$ cat config.mk
export PLATFORM = sky130hd
export DESIGN_NAME = location_code_decoder_top
export DESIGN_NICKNAME = d
export VERILOG_FILES = /design/src/hdl/lcd_pkg.sv /design/src/hdl/location_code_decoder_top.sv /design/src/hdl/lcd_front.sv /design/src/hdl/lcd_back.sv
export VERILOG_INCLUDE_DIRS = /design/src /design/src/hdl
export SDC_FILE = /design/constraint.sdc
export NUM_CORES = 1
export LEC_CHECK = 0
export ABC_AREA = 1
export BUFFER_PORTS_ARGS = -buffer_cell sky130_fd_sc_hd__clkbuf_2
export CORE_MARGIN = 10
export CORE_UTILIZATION = 35
export CTS_BUF_LIST = sky130_fd_sc_hd__clkbuf_2
export CTS_CLUSTER_DIAMETER = 60
export CTS_CLUSTER_SIZE = 25
export DETAILED_ROUTE_END_ITERATION = 16
export SYNTH_ARGS = -nofsm -noshare
export SYNTH_HDL_FRONTEND = slang
export SYNTH_HIERARCHICAL = 1
export SYNTH_SLANG_ARGS = --single-unit
$ cat constraint.sdc
create_clock -name aclk -period 7.8 [get_ports aclk]
set_input_delay 1.56 -clock aclk [delete_from_list [all_inputs] [get_ports aclk]]
set_output_delay 1.56 -clock aclk [all_outputs]
set_load 0.02 [all_outputs]
$ cat src/hdl/location_code_decoder_top_assert.svh
// Assertion macros shared by the location code decoder modules.
// Each macro expects the including module to have aclk and aresetn in scope.
`ifndef LOCATION_CODE_DECODER_TOP_ASSERT_SVH
`define LOCATION_CODE_DECODER_TOP_ASSERT_SVH

// Property checked at every clock edge outside reset.
`define LCD_ASSERT(label, prop, msg) \
    label: assert property (@(posedge aclk) disable iff (!aresetn) prop) \
        else $error(msg);

// Consequent checked in the cycle after the antecedent, outside reset.
`define LCD_ASSERT_NEXT(label, ante, cons, msg) \
    label: assert property (@(posedge aclk) disable iff (!aresetn) (ante) |=> (cons)) \
        else $error(msg);

`endif

$ cat src/hdl/lcd_pkg.sv
// Package of the location code decoder: constants, queue item and result types,
// character classification and CRC-8 helpers. No dependencies.
`timescale 1ns / 1ps

package lcd_pkg;

    localparam int SEXTET_W       = 6;
    localparam int PAYLOAD_W      = 96;
    localparam int CNT_W          = 5;
    localparam logic [CNT_W-1:0] CODE_LEN     = 5'd16;
    localparam logic [CNT_W-1:0] SPAN_SAT     = 5'd17;
    localparam logic [CNT_W-1:0] CRC_LAST_POS = 5'd14;
    localparam int CRC_PART_BITS  = 4;
    localparam logic [7:0] CRC_POLY = 8'h07;

    localparam int QUEUE_DEPTH = 2;
    localparam int QPTR_W      = (QUEUE_DEPTH > 1) ? $clog2(QUEUE_DEPTH) : 1;
    localparam int QCNT_W      = $clog2(QUEUE_DEPTH + 1);

    localparam int APB_ADDR_W  = 3;
    localparam int APB_DATA_W  = 32;
    localparam int REG_SEL_BIT = 2;
    localparam logic REG_FORMAT_VERSION = 1'b0;
    localparam logic REG_ALLOWED_MODES  = 1'b1;
    localparam logic [3:0]  FORMAT_VERSION_RST = 4'd1;
    localparam logic [15:0] ALLOWED_MODES_RST  = 16'd1;

    typedef enum logic [2:0] {
        ERR_OK           = 3'd0,
        ERR_LENGTH       = 3'd1,
        ERR_BAD_CHAR     = 3'd2,
        ERR_VERSION_ZERO = 3'd3,
        ERR_VERSION      = 3'd4,
        ERR_MODE         = 3'd5,
        ERR_CRC          = 3'd6
    } lcd_err_t;

    typedef struct packed {
        logic                last;
        logic                is_space;
        logic                bad;
        logic [SEXTET_W-1:0] val;
    } lcd_item_t;

    typedef struct packed {
        logic        valid_res;
        lcd_err_t    error_code;
        logic [3:0]  mode;
        logic [15:0] zoom_code;
        logic [31:0] center_x_code;
        logic [31:0] center_y_code;
    } lcd_result_t;

    function automatic logic char_is_space(input logic [7:0] c);
        return (c == 8'h20) || ((c >= 8'h09) && (c <= 8'h0d));
    endfunction

    // Returns {in_alphabet, value}; the value is zero outside the alphabet.
    function automatic logic [SEXTET_W:0] char_sextet(input logic [7:0] c);
        logic [7:0] v;
        v = 8'd0;
        if (c >= 8'h41 && c <= 8'h5a) begin
            v = c - 8'h41;
        end else if (c >= 8'h61 && c <= 8'h7a) begin
            v = c - 8'h61 + 8'd26;
        end else if (c >= 8'h30 && c <= 8'h39) begin
            v = c - 8'h30 + 8'd52;
        end else if (c == 8'h2d) begin
            v = 8'd62;
        end else if (c == 8'h5f) begin
            v = 8'd63;
        end else begin
            return '0;
        end
        return {1'b1, v[SEXTET_W-1:0]};
    endfunction

    // One message bit into the CRC, most significant bit first.
    function automatic logic [7:0] crc_step(input logic [7:0] crc, input logic d);
        logic fb;
        fb = crc[7] ^ d;
        return {crc[6:0], 1'b0} ^ (fb ? CRC_POLY : 8'h00);
    endfunction

endpackage

$ cat src/hdl/location_code_decoder_top.sv
// Top level of the location code decoder: configuration registers on an APB port,
// the front (classify and queue) and the back (decode and check). Depends on lcd_pkg.
//
// Usage: characters of a location code enter on the s_ channel, one per
// transaction, with s_last set on the final character. Leading and trailing
// whitespace is dropped; the trimmed text must hold 16 Base64URL characters.
// For every transaction with s_last set, one result transaction leaves on the
// m_ channel: m_valid_res, m_error_code, m_mode and the raw zoom and coordinate
// codes, which read as zero when the code fails a check.
// Throughput is one character per cycle while the receiver takes results. The last
// character of a code waits in the two-entry queue and is decoded into the output
// register as it leaves; the result then appears on the m_ channel.
// When the receiver stalls, the result waits in the output register while the
// queue keeps taking characters; s_ready falls only once the queue is full.
// Reset clears the queue, the string state and m_valid and sets format_version and
// allowed_modes to 1. The user must write configuration through APB at byte address
// 0 (format_version) and 4 (allowed_modes) only while idle; the block does not check.
`timescale 1ns / 1ps

module location_code_decoder_top (
    input  logic                           aclk,
    input  logic                           aresetn,
    input  logic                           s_valid,
    output logic                           s_ready,
    input  logic [7:0]                     s_char_code,
    input  logic                           s_last,
    output logic                           m_valid,
    input  logic                           m_ready,
    output logic                           m_valid_res,
    output logic [2:0]                     m_error_code,
    output logic [3:0]                     m_mode,
    output logic [15:0]                    m_zoom_code,
    output logic [31:0]                    m_center_x_code,
    output logic [31:0]                    m_center_y_code,
    input  logic                           psel,
    input  logic                           penable,
    input  logic                           pwrite,
    input  logic [lcd_pkg::APB_ADDR_W-1:0] paddr,
    input  logic [lcd_pkg::APB_DATA_W-1:0] pwdata,
    output logic [lcd_pkg::APB_DATA_W-1:0] prdata,
    output logic                           pready
);
    import lcd_pkg::*;

    logic [3:0]  format_version_reg, format_version_next;
    logic [15:0] allowed_modes_reg, allowed_modes_next;
    logic        cfg_write;
    logic        q_valid, q_ready;
    lcd_item_t   q_item;
    lcd_result_t res;

    assign pready    = 1'b1;
    assign cfg_write = psel && penable && pwrite && pready;

    always_comb begin
        format_version_next = format_version_reg;
        allowed_modes_next  = allowed_modes_reg;
        if (cfg_write) begin
            unique case (paddr[REG_SEL_BIT])
                REG_FORMAT_VERSION: format_version_next = pwdata[3:0];
                REG_ALLOWED_MODES:  allowed_modes_next  = pwdata[15:0];
                default: ;
            endcase
        end
        unique case (paddr[REG_SEL_BIT])
            REG_FORMAT_VERSION: prdata = {{(APB_DATA_W - 4){1'b0}}, format_version_reg};
            REG_ALLOWED_MODES:  prdata = {{(APB_DATA_W - 16){1'b0}}, allowed_modes_reg};
            default:            prdata = '0;
        endcase
    end

    always_ff @(posedge aclk) begin
        if (!aresetn) begin
            format_version_reg <= FORMAT_VERSION_RST;
            allowed_modes_reg  <= ALLOWED_MODES_RST;
        end else begin
            format_version_reg <= format_version_next;
            allowed_modes_reg  <= allowed_modes_next;
        end
    end

    lcd_front u_front (
        .aclk        (aclk),
        .aresetn     (aresetn),
        .s_valid     (s_valid),
        .s_ready     (s_ready),
        .s_char_code (s_char_code),
        .s_last      (s_last),
        .q_valid     (q_valid),
        .q_ready     (q_ready),
        .q_item      (q_item)
    );

    lcd_back u_back (
        .aclk           (aclk),
        .aresetn        (aresetn),
        .q_valid        (q_valid),
        .q_ready        (q_ready),
        .q_item         (q_item),
        .format_version (format_version_reg),
        .allowed_modes  (allowed_modes_reg),
        .m_valid        (m_valid),
        .m_ready        (m_ready),
        .res            (res)
    );

    assign m_valid_res     = res.valid_res;
    assign m_error_code    = res.error_code;
    assign m_mode          = res.mode;
    assign m_zoom_code     = res.zoom_code;
    assign m_center_x_code = res.center_x_code;
    assign m_center_y_code = res.center_y_code;

endmodule

$ cat src/hdl/lcd_front.sv
// Front part of the location code decoder: takes characters, classifies them
// and holds them in a short queue for the back part. Depends on lcd_pkg.
`timescale 1ns / 1ps
`include "location_code_decoder_top_assert.svh"

module lcd_front (
    input  logic              aclk,
    input  logic              aresetn,
    input  logic              s_valid,
    output logic              s_ready,
    input  logic [7:0]        s_char_code,
    input  logic              s_last,
    output logic              q_valid,
    input  logic              q_ready,
    output lcd_pkg::lcd_item_t q_item
);
    import lcd_pkg::*;

    lcd_item_t          mem_reg [QUEUE_DEPTH];
    logic [QPTR_W-1:0]  wr_ptr_reg, wr_ptr_next;
    logic [QPTR_W-1:0]  rd_ptr_reg, rd_ptr_next;
    logic [QCNT_W-1:0]  count_reg, count_next;
    lcd_item_t          in_item;
    logic [SEXTET_W:0]  sx;
    logic               push, pop;

    always_comb begin
        sx               = char_sextet(s_char_code);
        in_item.last     = s_last;
        in_item.is_space = char_is_space(s_char_code);
        in_item.bad      = !sx[SEXTET_W];
        in_item.val      = sx[SEXTET_W-1:0];
    end

    assign s_ready = (count_reg != QCNT_W'(QUEUE_DEPTH));
    assign q_valid = (count_reg != '0);
    assign q_item  = mem_reg[rd_ptr_reg];
    assign push    = s_valid && s_ready;
    assign pop     = q_valid && q_ready;

    always_comb begin
        wr_ptr_next = wr_ptr_reg;
        rd_ptr_next = rd_ptr_reg;
        count_next  = count_reg;
        if (push) begin
            wr_ptr_next = (wr_ptr_reg == QPTR_W'(QUEUE_DEPTH - 1)) ? '0 : wr_ptr_reg + 1'b1;
        end
        if (pop) begin
            rd_ptr_next = (rd_ptr_reg == QPTR_W'(QUEUE_DEPTH - 1)) ? '0 : rd_ptr_reg + 1'b1;
        end
        if (push && !pop) begin
            count_next = count_reg + 1'b1;
        end else if (pop && !push) begin
            count_next = count_reg - 1'b1;
        end
    end

    always_ff @(posedge aclk) begin
        if (!aresetn) begin
            wr_ptr_reg <= '0;
            rd_ptr_reg <= '0;
            count_reg  <= '0;
        end else begin
            wr_ptr_reg <= wr_ptr_next;
            rd_ptr_reg <= rd_ptr_next;
            count_reg  <= count_next;
        end
    end

    always_ff @(posedge aclk) begin
        if (push) begin
            mem_reg[wr_ptr_reg] <= in_item;
        end
    end

    `LCD_ASSERT(a_count_bound, count_reg <= QCNT_W'(QUEUE_DEPTH), "queue count overflow")
    `LCD_ASSERT(a_push_room, push |-> count_reg != QCNT_W'(QUEUE_DEPTH), "push into full queue")
    `LCD_ASSERT_NEXT(a_pop_count, pop && !push, count_reg == $past(count_reg) - 1'b1,
        "queue count did not drop on pop")

endmodule

$ cat src/hdl/lcd_back.sv
// Back part of the location code decoder: tracks trimming, assembles the payload,
// runs the CRC and registers the result on the last character. Depends on lcd_pkg.
`timescale 1ns / 1ps
`include "location_code_decoder_top_assert.svh"

module lcd_back (
    input  logic                aclk,
    input  logic                aresetn,
    input  logic                q_valid,
    output logic                q_ready,
    input  lcd_pkg::lcd_item_t  q_item,
    input  logic [3:0]          format_version,
    input  logic [15:0]         allowed_modes,
    output logic                m_valid,
    input  logic                m_ready,
    output lcd_pkg::lcd_result_t res
);
    import lcd_pkg::*;

    logic                 started_reg, started_next;
    logic [CNT_W-1:0]     span_count_reg, span_count_next;
    logic [CNT_W-1:0]     trimmed_reg, trimmed_next;
    logic                 gap_reg, gap_next;
    logic                 bad_reg, bad_next;
    logic [7:0]           crc_reg, crc_next;
    logic [PAYLOAD_W-1:0] payload_reg, payload_next;
    logic                 m_valid_reg, m_valid_next;
    lcd_result_t          res_reg, res_next;
    logic [CNT_W-1:0]     pos;
    logic                 pop;

    assign q_ready = !m_valid_reg || m_ready;
    assign pop     = q_valid && q_ready;
    assign m_valid = m_valid_reg;
    assign res     = res_reg;
    assign pos     = started_reg ? span_count_reg : '0;

    always_comb begin
        started_next    = started_reg;
        span_count_next = span_count_reg;
        trimmed_next    = trimmed_reg;
        gap_next        = gap_reg;
        bad_next        = bad_reg;
        crc_next        = crc_reg;
        payload_next    = payload_reg;
        if (pop) begin
            if (q_item.is_space) begin
                if (started_reg) begin
                    gap_next = 1'b1;
                    if (span_count_reg < SPAN_SAT) begin
                        span_count_next = span_count_reg + 1'b1;
                    end
                end
            end else begin
                started_next    = 1'b1;
                bad_next        = bad_reg || gap_reg || q_item.bad;
                span_count_next = (pos < SPAN_SAT) ? pos + 1'b1 : pos;
                trimmed_next    = span_count_next;
                if (pos < CODE_LEN) begin
                    payload_next = {payload_reg[PAYLOAD_W-SEXTET_W-1:0], q_item.val};
                end
                for (int k = 0; k < SEXTET_W; k++) begin
                    if (pos < CRC_LAST_POS || (pos == CRC_LAST_POS && k < CRC_PART_BITS)) begin
                        crc_next = crc_step(crc_next, q_item.val[SEXTET_W-1-k]);
                    end
                end
            end
        end
    end

    always_comb begin
        lcd_err_t err;
        logic [3:0] version;
        logic [3:0] mode;
        version = payload_next[95:92];
        mode    = payload_next[91:88];
        if (trimmed_next != CODE_LEN) begin
            err = ERR_LENGTH;
        end else if (bad_next) begin
            err = ERR_BAD_CHAR;
        end else if (version == 4'd0) begin
            err = ERR_VERSION_ZERO;
        end else if (version != format_version) begin
            err = ERR_VERSION;
        end else if (!allowed_modes[mode]) begin
            err = ERR_MODE;
        end else if (crc_next != payload_next[7:0]) begin
            err = ERR_CRC;
        end else begin
            err = ERR_OK;
        end
        res_next            = '0;
        res_next.error_code = err;
        if (err == ERR_OK) begin
            res_next.valid_res     = 1'b1;
            res_next.mode          = mode;
            res_next.zoom_code     = payload_next[87:72];
            res_next.center_x_code = payload_next[71:40];
            res_next.center_y_code = payload_next[39:8];
        end
        m_valid_next = m_valid_reg && !m_ready;
        if (pop && q_item.last) begin
            m_valid_next = 1'b1;
        end
    end

    always_ff @(posedge aclk) begin
        if (!aresetn) begin
            started_reg    <= 1'b0;
            span_count_reg <= '0;
            trimmed_reg    <= '0;
            gap_reg        <= 1'b0;
            bad_reg        <= 1'b0;
            crc_reg        <= '0;
            m_valid_reg    <= 1'b0;
        end else begin
            m_valid_reg <= m_valid_next;
            if (pop && q_item.last) begin
                started_reg    <= 1'b0;
                span_count_reg <= '0;
                trimmed_reg    <= '0;
                gap_reg        <= 1'b0;
                bad_reg        <= 1'b0;
                crc_reg        <= '0;
            end else begin
                started_reg    <= started_next;
                span_count_reg <= span_count_next;
                trimmed_reg    <= trimmed_next;
                gap_reg        <= gap_next;
                bad_reg        <= bad_next;
                crc_reg        <= crc_next;
            end
        end
    end

    always_ff @(posedge aclk) begin
        payload_reg <= payload_next;
        if (pop && q_item.last) begin
            res_reg <= res_next;
        end
    end

    `LCD_ASSERT(a_span_bound, span_count_reg <= SPAN_SAT, "span count past saturation")
    `LCD_ASSERT(a_valid_ok, m_valid_reg && res_reg.valid_res |-> res_reg.error_code == ERR_OK,
        "valid result with an error code")
    `LCD_ASSERT(a_fail_zero, m_valid_reg && !res_reg.valid_res |-> res_reg.mode == '0 &&
        res_reg.zoom_code == '0 && res_reg.center_x_code == '0 && res_reg.center_y_code == '0,
        "failed result carries payload")
    `LCD_ASSERT_NEXT(a_string_clear, pop && q_item.last,
        !started_reg && span_count_reg == '0 && crc_reg == '0 && !bad_reg,
        "string state not cleared after last character")

endmodule

# [Word level (Yosys, flattened, before mapping)]
# Memory sizes are Yosys's and may differ from the RTL's. A register that Yosys moved wholly into a read port is not among the register bits.
# Cells that the tools add are included.
[totals] ff_bits=230 mem_bits_rw=18 in_bits=51 output_inout_bits=123 elab_cells=172 n_memories=1
[mem_list] memory="u_front.mem_reg" depth=2 word_bits=9 read_ports=1 rd_clocked_by_memory_dff=1 wr=1 line="lcd_front.sv:19" source="lcd_item_t mem_reg [QUEUE_DEPTH];"
[classes] n_addsub=11 magnitude_cmp=13 n_eq_ne=10 muxes=71 bitwise_logic=15 n_reduce_logical=32
[ops] op="$mux W96" count=3
[ops] op="$mux W8" count=18
[ops] op="$pmux W32 S2" count=1
[ops] op="$xor A8 B8 Y8" count=6
[ops] op="$mux W7" count=6
[ops] op="$mux W3" count=12
[ops] op="$mux W5" count=7
[ops] op="$mux W6" count=5
[ops] op="$eq A8 B6 Y1 const B" count=2
[ops] op="$ge A8 B7 Y1 const B" count=2
[ops] op="$le A8 B7 Y1 const B" count=2
[ops] op="$mux W1" count=16
[ops] op="$lt A5 B5 Y1 const B" count=3
[ops] op="$logic_and A1 B1 Y1" count=12
[ops] op="$sub A6 B6 Y6 const B" count=2
[ops] op="$add A5 B1 Y5 const B" count=2
[ops] op="$eq A8 B7 Y1 const B" count=1
[ops] op="$ge A8 B4 Y1 const B" count=1
[ops] op="$ge A8 B6 Y1 const B" count=1
[ops] op="$le A8 B4 Y1 const B" count=1
[ops] op="$le A8 B6 Y1 const B" count=1
[ops] op="$ne A8 B8 Y1" count=1
[ops] op="$add A6 B5 Y6 const B" count=1
[ops] op="$add A6 B6 Y6 const B" count=1
[ops] op="23 further kinds" count=45

# [Logic depth before layout (Yosys ltp)]
# Gate-level depths: netlist of the first run.
[depth] ltp_word=45 mapped_depth=23 ltp_nobuf=21

# [By module]
# Netlist of the first run, hierarchy kept.
[modules_own_cells] module="lcd_back" n_inst=1 cells_per_inst=960 area_per_inst_um2=9021.2 seq_area_each_um2=5004.8
[modules_own_cells] module="lcd_front" n_inst=1 cells_per_inst=202 area_per_inst_um2=1655.3 seq_area_each_um2=640.6
[modules_own_cells] module="location_code_decoder_top" n_inst=1 cells_per_inst=183 area_per_inst_um2=1181.1 seq_area_each_um2=400.4

# [Least setup slack after synthesis of the first run]
# No wires, ideal clock.
[synth_timing] path_type="input to register" start="input m_ready" end="register u_back.res_reg, in the netlist u_back/res[0] (enable)" setup_time_ps=535 t_arrival_ps=5414 t_required_ps=7265 path_slack_ps=1851 cell_stages=4 n_path_buf=0 cell_sequence="inv_2 > nand2_2 > nand2_2 > nor2_1"
[synth_between] elab_chain_cells=3
[synth_rtl] item="start: declaration" line="location_code_decoder_top.sv:28" source="input logic m_ready,"
[synth_rtl] item="$logic_or A1 B1 Y1" line="lcd_back.sv:32" source="assign q_ready = !m_valid_reg || m_ready;"
[synth_rtl] item="net q_ready" line="location_code_decoder_top.sv:48" source="logic q_valid, q_ready;"
[synth_rtl] item="$logic_and A1 B1 Y1" line="lcd_back.sv:33" source="assign pop = q_valid && q_ready;"
[synth_rtl] item="$logic_and A1 B1 Y1" line="lcd_back.sv:138" source="if (pop && q_item.last) begin"
[synth_rtl] item="end signal: assignment" line="lcd_back.sv:139" source="res_reg <= res_next;"
[synth_rtl] item="end: declaration" line="lcd_back.sv:28" source="lcd_result_t res_reg, res_next;"
# The timed path passes the listed nets, and every way through them passes these cells.
# A chain may end at the register's enable or synchronous reset.

==> results of run 1 <==
-- where the power goes --
group	total [µW]	internal (µW)	switching (µW)
Combinational	2070	639	1430
Sequential	2020	1830	191
Clock	566	131	435
-- worst max-delay path by stage --
stage                           endpoint
after detailed placement  u_back/res[25]
after floorplan            u_back/res[0]
after global placement    u_back/res[25]
after global routing      u_back/res[31]
final                     u_back/res[25]
after CTS                 u_back/res[31]
-- cells in the mapped netlist, types with 4 or more instances --
cell type  instances  share of area
a21oi_1           23         0.0097
a221oi_1           4         0.0030
buf_12             4         0.0068
buf_2              5         0.0021
buf_4             24          0.015
buf_6              6         0.0057
clkbuf_1          23         0.0073
dfxtp_1          143           0.24
edfxtp_1         106           0.27
ha_1              13          0.014
inv_1            186          0.059
inv_2             13         0.0041
mux2_2             9         0.0085
nand2_1          242          0.077
nand2_2           13         0.0069
nand3_1           97          0.041
nand3_2            6         0.0051
nand4_1           10         0.0053
nor2_1           105          0.033
nor2_2             5         0.0026
nor2_4            53          0.050
o21ai_0          107          0.045
o21ai_1            4         0.0017
or2_2             94          0.050
xor2_1            12         0.0089
-- stage by stage --
step | util | hold slack (ns) | setup slack (ns)
after CTS | 0.389 | 0.465 | 2.25
after global placement | 0.382 | 0.433 | 1.61
final | 0.389 | 0.464 | 2.31
after global routing | 0.389 | 0.509 | 1.72
after detailed placement | 0.382 | 0.441 | 1.43
after floorplan | - | 0.425 | 1.85
-- tightest hold or removal path, delay by kind of cell (launching register included) --
| kind | cells | cell delay (ns) |
|---|---|---|
| compound gates | 1 | 0.05 |
| buf+inv | 1 | 0.04 |
| flops | 1 | 0.39 |
-- metal layers --
layer,part of all wire,wire length [µm],global-route usage,vias up
li1,-,-,-,4451
met1,0.46,11500,0.154,3939
met2,0.47,11800,0.199,160
met3,0.057,1440,0.0236,24
met4,0.013,316,0.0230,0
met5,0,0,0,-
-- layout make-up --
class	count	area [µm²]
antenna	1	2.50
timing repair buffer	142	733
clock buffer	17	85.1
fill	3421	20400
multi-input combinational	845	4670
clock inverter	12	149
tap	448	561
sequential	249	6050
inverter	201	759
-- cell families after synthesis --
family,after synthesis
XOR/XNOR,14
buffers and inverters,266
AND/OR/NAND/NOR,641
adder cells (fa/ha/maj),13
flip-flops,249
AO/OA/AOI/OAI,151
multiplexers,9
other,2
==> flow_summary.yaml, run 1 <==
critical_path:
  cp.arrival_ns: 6.18
  path_class: "reg2reg"
  critPathBufInv: 4
  path_common_cell: "nand3_1"
  reg2reg_to: "u_back/res[25]"
  startpoint_type: "register"
  critPathMaxFanout: 96
  reg2regPathDepth: 16
  crit_chain: "mux2_2 > nor2_4 > inv_2 > nor2_4 > buf_4 > o21ai_2 > inv_2 > nand2_1 > nand3_1 > nand3_1 > nand3_1 > nand2_1 > nor4_2 > nand4_4 > buf_12 > nor2_1"
  cpLargestDelayFamily: "simple AND/OR/NAND/NOR gates"
  cp_data_required_time_ns: 8.49
  max_stage_delay_ns: 0.75
  cp_slowest_cell: "nand4_4"
  r2r_setup_slack_ns: 2.31
  end_kind: "register"
  cp.depth: 16
yosys:
  synthXorXnorAreaFrac: 0.0103
  syn_inst: 1345
  synth_flop_cell: "dfxtp_1"
  synth_cell_types: 48
  synth_compound_area_frac: 0.0685
  avgSynthCellArea_um2: 8.82
  ys_warn_count: 6
  synth_adder_area_share: 0.0137
  syn_area_um2: 11900
  ys_seq_elements: 249
  synthMuxAreaShare: 0.00855
  synthArstFlopShare: 0
  synth_top_family_by_area: "simple AND/OR/NAND/NOR gates"
  synthSimpleGateAreaFrac: 0.285
  ys_seq_area_frac: 0.510
  synth_edf_count: 106
cts:
  cts_root_buffer: "clkbuf_2"
  clock_latency_ns: 0.85
  post_cts_resized: 0
  numCtsBuffers: 17
  cts_hold_buf: 0
  clk_pin_slew_worst_paths_ns: 0.37
  clock-sinks: 249
  htreeDepth: 1
  post-cts-setup-buffers: 0
  cts_tree: "yes"
  cts.path.max_buffers: 3
placement:
  place.gp.congestion: 0.857
  dp_hpwl_um: 18300
  postPlaceCellArea_um2: 12800
  io_buffers: 138
  place_inst: 1885
route:
  post_drt_via_cell_ratio: 4.48
  ant_nets: 0
  num_vias: 8574
  dr.pass1.iters: 5
  drc: 0
  routed_wirelength_um: 25000
  drt_iter0_markers: 441
  wl_per_cell_um: 13.1
power:
  power.total_uw: 4660
  ir_drop_uv: 205
  p_leak_uw: 0.00574
  power.density_cell_area_nw_per_um2: 358
sta:
  hold_violations: 0
  rsz0062_at_grt: "no"
  period_needed_ns: 5.49
  fin_worst_skew_ns: 0.0869
  worst_slew_pin_slew_ns: 0.887
  setup_viol: 0
  final_max_slew_viol_count: 0
  clock.fmax_mhz: 182
  max-slew-margin-rel: 0.409
  fin_crit_sh: 0.704
  finalSetupTns_ns: 0
floorplanning:
  die_x_um: 204
  fp.coreArea_um2: 33400
  row_count: 67
  initial_utilization: 0.355
  die-area_um2: 41600
  die_y_um: 204
  ios: 174
cells_and_area:
  stdcell_area_um2: 13000
  nets: 1520
  largest_reg_flops: 96
  final_cells: 1915
  area_growth_pct: 9.66
  layout_common_cells: "nand2_1, inv_1, clkbuf_2"
  final_common_cell: "nand2_1"
  drive_gt1_frac: 0.260
grt:
  grt_usage: 0.118
  overflow: 0
  grt_pass1_vias: 8217
  antenna_found_initial: 1
  grt_max_degree: 97
  grt_pass1_wl_um: 41500
min_path:
  holdPathEnd: "u_back/gap_reg"
  hold_depth: 2
  hold_path.class: "reg2reg"
  min-delay-start: "u_back/gap_reg"
flow_run:
  maxCapViolations: 0
status:
  status: "finished clean"
(Power assumes the default switching activity.)
==> run 2, diff against run 1 <==
- ABC_AREA: 1 -> 0
- clock period: 7.8 -> 5.7 ns (I/O delays scaled with it)
==> run 2 against run 1 <==
Against the previous run:
- register-to-register slack got worse by 1.2 ns
- critical path depth fell by 5
- first-iteration DRC count rose by 0.45%
- sequential power rose by 33%
- cell count fell by 12%
- clock power rose by 38%
- sequential share of layout area rose by 1.4 points
- combinational power rose by 14%
- utilization rose by 0.084 points
- routed wire length rose by 1.9%
- clock-buffer cell count rose by 9
==> flow_summary.yaml, run 2 <==
status:
  status: "finished clean"
cts:
  cts_hold_buf: 0
  clk_pin_slew_worst_paths_ns: 0.31
  htreeDepth: 1
  numCtsBuffers: 21
  clock-sinks: 249
  clock_latency_ns: 0.84
  cts.path.max_buffers: 3
  post_cts_resized: 0
  cts_root_buffer: "clkbuf_2"
  post-cts-setup-buffers: 0
  cts_tree: "yes"
yosys:
  synth_most_common_cell: "nand2_1"
  yosys.area.top_type: "edfxtp_1"
  avgSynthCellArea_um2: 10.3
  synthArstFlopShare: 0
  synth_cell_types: 81
  synth_top_area_share: 0.279
  synth_flop_cell: "dfxtp_1"
  syn_inst: 1107
  ys_seq_area_frac: 0.530
  yosys-top-cells-count: "nand2_1, dfxtp_1, edfxtp_1"
  synth_edf_count: 106
  syn_area_um2: 11400
  yosys-top-cells-area: "edfxtp_1, dfxtp_1, nand2_1"
  ys_warn_count: 6
  ys_seq_elements: 249
critical_path:
  cp.depth: 11
  cp-endpoint: "u_back/res[76]"
  max_stage_delay_ns: 0.66
  cpLargestDelayFamily: "simple AND/OR/NAND/NOR gates"
  r2r_setup_slack_ns: 1.14
  reg2reg_to: "u_back/res[76]"
  end_kind: "register"
  crit_chain: "mux2_2 > and4b_4 > a2111oi_4 > a31oi_1 > or3_1 > and3_4 > or4_4 > a221oi_2 > nand4_4 > buf_12 > nor2b_4"
  path_class: "reg2reg"
  reg2regPathDepth: 11
  startpoint_type: "register"
  cp_slowest_cell: "dfxtp_1"
  cp.arrival_ns: 5.23
  critPathMaxFanout: 29
  critPathBufInv: 1
  cp_data_required_time_ns: 6.38
cells_and_area:
  drive_gt1_frac: 0.225
  nets: 1285
  fillerInstances: 3288
  layout_common_cells: "nand2_1, clkbuf_2, dfxtp_1"
  final_cells: 1678
  final_common_cell: "nand2_1"
  area_growth_pct: 10.6
  largest_reg_flops: 96
sta:
  fin_crit_sh: 0.799
  setup_viol: 0
  period_needed_ns: 4.56
  worst_slew_pin_slew_ns: 0.848
  fin_worst_skew_ns: 0.0803
  final_max_slew_viol_count: 0
  max-slew-margin-rel: 0.433
  hold_violations: 0
  finalSetupTns_ns: 0
  rsz0062_at_grt: "no"
  clock.fmax_mhz: 219
route:
  drt_iter0_markers: 443
  drc: 0
  wl_per_cell_um: 15.2
  num_vias: 7823
  routed_wirelength_um: 25500
  post_drt_via_cell_ratio: 4.66
  ant_nets: 0
  dr.pass1.iters: 5
power:
  switching_share: 0.405
  clockPowerShare: 0.134
  power.total_uw: 5840
  power.internal_uw: 3470
  ir_drop_uv: 216
  p_leak_uw: 0.00518
  power.density_cell_area_nw_per_um2: 463
  power.switching_uw: 2360
  power_frac_comb: 0.407
  p_seq_frac: 0.459
floorplanning:
  die_x_um: 201
  die-area_um2: 40200
  fp.coreArea_um2: 32400
  initial_utilization: 0.352
  die_y_um: 201
  ios: 174
  row_count: 66
placement:
  dp_hpwl_um: 17900
  place_inst: 1640
  place.gp.congestion: 0.838
  io_buffers: 138
grt:
  overflow: 0
  antenna_found_initial: 1
  grt_pass1_vias: 7790
  grt_usage: 0.123
  grt_max_degree: 61
  grt_pass1_wl_um: 41800
flow_run:
  maxCapViolations: 0
min_path:
  hold_path.class: "reg2reg"
## run 2: power groups by stage
| stage | Sequential (µW) | Clock, µW | Combinational (µW) |
|---|---|---|---|
| CTS | 2690 | 821 | 2400 |
| detailed placement | 2730 | 0 | 2380 |
| floorplan | 2810 | 0 | 1660 |
| global placement | 2720 | 0 | 2370 |
| finish | 2680 | 782 | 2370 |
| global route | 2750 | 880 | 2650 |
## run 2: cells by family after synthesis
kind of cell    after synthesis  share of synthesized area
flops                       249                      0.530
compound gates              100                     0.0606
mux                          56                     0.0551
simple gates                556                      0.260
xor+xnor                     31                     0.0287
other cells                   2                   0.000659
buf+inv                     100                     0.0509
fa+ha+maj                    13                     0.0143
## run 2: layout make-up
cell class	count	area (µm²)	area share
Clock inverter	11	104	0.00824
Inverter	23	87.6	0.00695
Sequential cell	249	6050	0.479
Multi-Input combinational cell	773	4860	0.385
Antenna cell	1	2.50	0.000198
Tap cell	442	553	0.0439
Clock buffer	26	130	0.0103
Timing Repair Buffer	153	828	0.0657
## run 2: worst register-to-register path, stage by stage, from the launching register on
cell,delay [ns]
dfxtp_1,0.66
mux2_2,0.49
and4b_4,0.22
a2111oi_4,0.37
a31oi_1,0.18
or3_1,0.39
and3_4,0.16
or4_4,0.50
a221oi_2,0.34
nand4_4,0.54
buf_12,0.43
nor2b_4,0.16
## run 2: through the flow
stage | area (µm²) | util | worst slack, ns | hold slack [ns]
2_1_floorplan | 11500 | - | 1.62 | 0.428
3_3_place_gp | 12400 | 0.382 | 1.08 | 0.443
3_5_place_dp | 12400 | 0.382 | 1.01 | 0.443
4_1_cts | 12600 | 0.389 | 1.12 | 0.400
5_1_grt | 12600 | 0.390 | 0.829 | 0.419
6_report | 12600 | 0.390 | 1.14 | 0.416
## run 2: worst min path at each step
| stage | from | cells after the start | to |
|---|---|---|---|
| after global placement | u_back/payload_reg[8] | 2 | u_back/payload_reg[14] |
| final | u_back/payload_reg[2] | 2 | u_back/payload_reg[8] |
| after detailed placement | u_back/payload_reg[12] | 2 | u_back/payload_reg[18] |
| after CTS | u_back/payload_reg[2] | 2 | u_back/payload_reg[8] |
| after floorplan | u_back/payload_reg[6] | 2 | u_back/payload_reg[12] |
| after global routing | u_back/payload_reg[2] | 2 | u_back/payload_reg[8] |
## run 2: metal layers
layer / part of all wire / global-route usage
met3: 0.059 / 0.0307
met1: 0.49 / 0.170
met2: 0.44 / 0.189
met4: 0.016 / 0.0287
met5: 0 / 0
==> run 3, diff against run 2 <==
- clock period: 5.7 -> 4.04 ns (I/O delays scaled with it)
==> run 3 against run 2 <==
Against the previous run:
- largest power group unchanged
- sequential cell count unchanged
- worst hold slack got worse by 0.29 ns
- critical path depth increased by 1
- critical endpoint is now u_back/res[54]
==> flow_summary.yaml, run 3 (synthesized netlist as in run 2, its figures left out) <==
status:
  status: "finished clean"
cells_and_area:
  final_common_cell: "nand2_1"
  fillerInstances: 3256
  multiInputGateArea_um2: 4860
  area_growth_pct: 13.2
  largest_reg_flops: 96
  stdcell_area_um2: 12900
  nets: 1304
  seq_area_um2: 6050
  drive_gt1_frac: 0.237
  layout_common_cells: "nand2_1, clkbuf_2, dfxtp_1"
floorplanning:
  die_y_um: 201
  row_count: 66
  ios: 174
  initial_utilization: 0.352
  die_x_um: 201
  fp.coreArea_um2: 32400
  die-area_um2: 40200
power:
  power.internal_uw: 5050
  power_frac_comb: 0.407
  p_leak_uw: 0.00533
  clockPowerShare: 0.150
  switching_share: 0.406
  power.switching_uw: 3450
  ir_drop_uv: 256
  p_seq_frac: 0.443
  power.density_cell_area_nw_per_um2: 658
sta:
  fin_worst_skew_ns: 0.0728
  fin_crit_sh: 0.949
  final_max_slew_viol_count: 0
  worst_slew_pin_slew_ns: 0.805
  rsz0062_at_grt: "no"
  period_needed_ns: 3.83
  clock.fmax_mhz: 261
  setup_viol: 0
  hold_violations: 0
  finalSetupTns_ns: 0
  max-slew-margin-rel: 0.462
critical_path:
  end_kind: "register"
  cp_data_required_time_ns: 4.78
  path_class: "reg2reg"
  max_stage_delay_ns: 0.51
  cp_slowest_cell: "or4_4"
  crit_chain: "mux2_2 > and4b_4 > a2111oi_4 > a31oi_1 > or3_1 > and3_4 > or4_4 > a221oi_2 > nand4_4 > buf_12 > buf_12 > nor2b_4"
  cp.arrival_ns: 4.58
  startpoint_type: "register"
  critPathMaxFanout: 29
  path_common_cell: "buf_12"
placement:
  place.gp.congestion: 0.839
  postPlaceCellArea_um2: 12600
  dp_hpwl_um: 18100
  io_buffers: 138
grt:
  grt_pass1_wl_um: 41100
  antenna_found_initial: 1
  overflow: 0
  grt_pass1_vias: 7639
  grt_max_degree: 57
  grt_usage: 0.121
route:
  wl_per_cell_um: 14.8
  num_vias: 7884
  dr.pass1.iters: 5
  drt_iter0_markers: 567
  routed_wirelength_um: 25200
  post_drt_via_cell_ratio: 4.65
  ant_nets: 0
  drc: 0
cts:
  numCtsBuffers: 20
  htreeDepth: 1
  clock_latency_ns: 0.88
  clk_pin_slew_worst_paths_ns: 0.39
  clock-sinks: 249
  cts_tree: "yes"
  cts.path.max_buffers: 3
  cts_root_buffer: "clkbuf_2"
flow_run:
  maxCapViolations: 0
min_path:
  hold_path.class: "in2reg"
==> run 3: cell types whose count changed in the layout (fill, tap and decap cells not counted), sizes merged <==
cell,before,now
buf,15,34
bufinv,0,1
clkbuf,164,158
clkinv,5,3
dlygate4sd3,0,1
inv,28,34
==> run 3: final timing paths <==
kind	startpoint	end	slack [ns]	cells past startpoint
setup / recovery	register	u_back/res[54]	0.21	12
hold / removal	pwdata[15]	allowed_modes_reg[15]	0.12	3
setup reg to reg	register	u_back/res[54]	0.21	12
hold reg to reg	u_back/payload_reg[51]	u_back/payload_reg[57]	0.44	2
==> run 3: power by group through the flow <==
stage / sequential, µW / combinational [µW] / clock, µW
finish: 3760 / 3460 / 1280
global route: 3840 / 3840 / 1430
CTS: 3770 / 3480 / 1340
detailed placement: 3820 / 3460 / 0
global placement: 3810 / 3430 / 0
floorplan: 3960 / 2340 / 0
==> run 3: routing by layer <==
metal  global-route usage  vias to the layer above  wire (µm)
met4               0.0262                        0        400
met1                0.167                     3704      12200
met2                0.189                      191      11100
met5                    0                        -          0
li1                     -                     3963          -
met3               0.0294                       26       1490
==> run 3: cell type report <==
cell class	instances	share of cell area
antenna	1	0.000194
clock buffer	20	0.00775
clock inverter	16	0.0157
inverter	23	0.00678
multi-input combinational	773	0.376
sequential	249	0.468
tap	442	0.0428
timing repair buffer	173	0.0818
==> run 3: metrics by stage <==
stage / instances / utilization / worst slack, ns / power [µW] / hold WS (ns)
final: 1697 / 0.399 / 0.208 / 8490 / 0.121
after global routing: 1697 / 0.399 / 0.0426 / 9110 / 0.00133
after CTS: 1692 / 0.397 / 0.138 / 8590 / 0.0127
after detailed placement: 1656 / 0.388 / 0.211 / 7280 / 0.447
after global placement: 1656 / 0.388 / 0.265 / 7240 / 0.443
after floorplan: 1122 / - / 0.189 / 6300 / 0.428
==> run 3: timing repair <==
item                                    4_1_cts  5_1_grt
endpoints found under the hold margin         0        2
endpoints found under the setup margin        0       39
buffers inserted                              0        3
hold buffers                                  0        1
resized for setup                             0        2
==> run 3: worst max-delay path, delay by kind of cell, from the launching register on <==
kind / cells / cell delay [ns]
AOI/OAI and AO/OA: 3 / 0.89
buffers and inverters: 2 / 0.37
DFF: 1 / 0.42
muxes: 1 / 0.40
and+or+nand+nor: 6 / 1.61
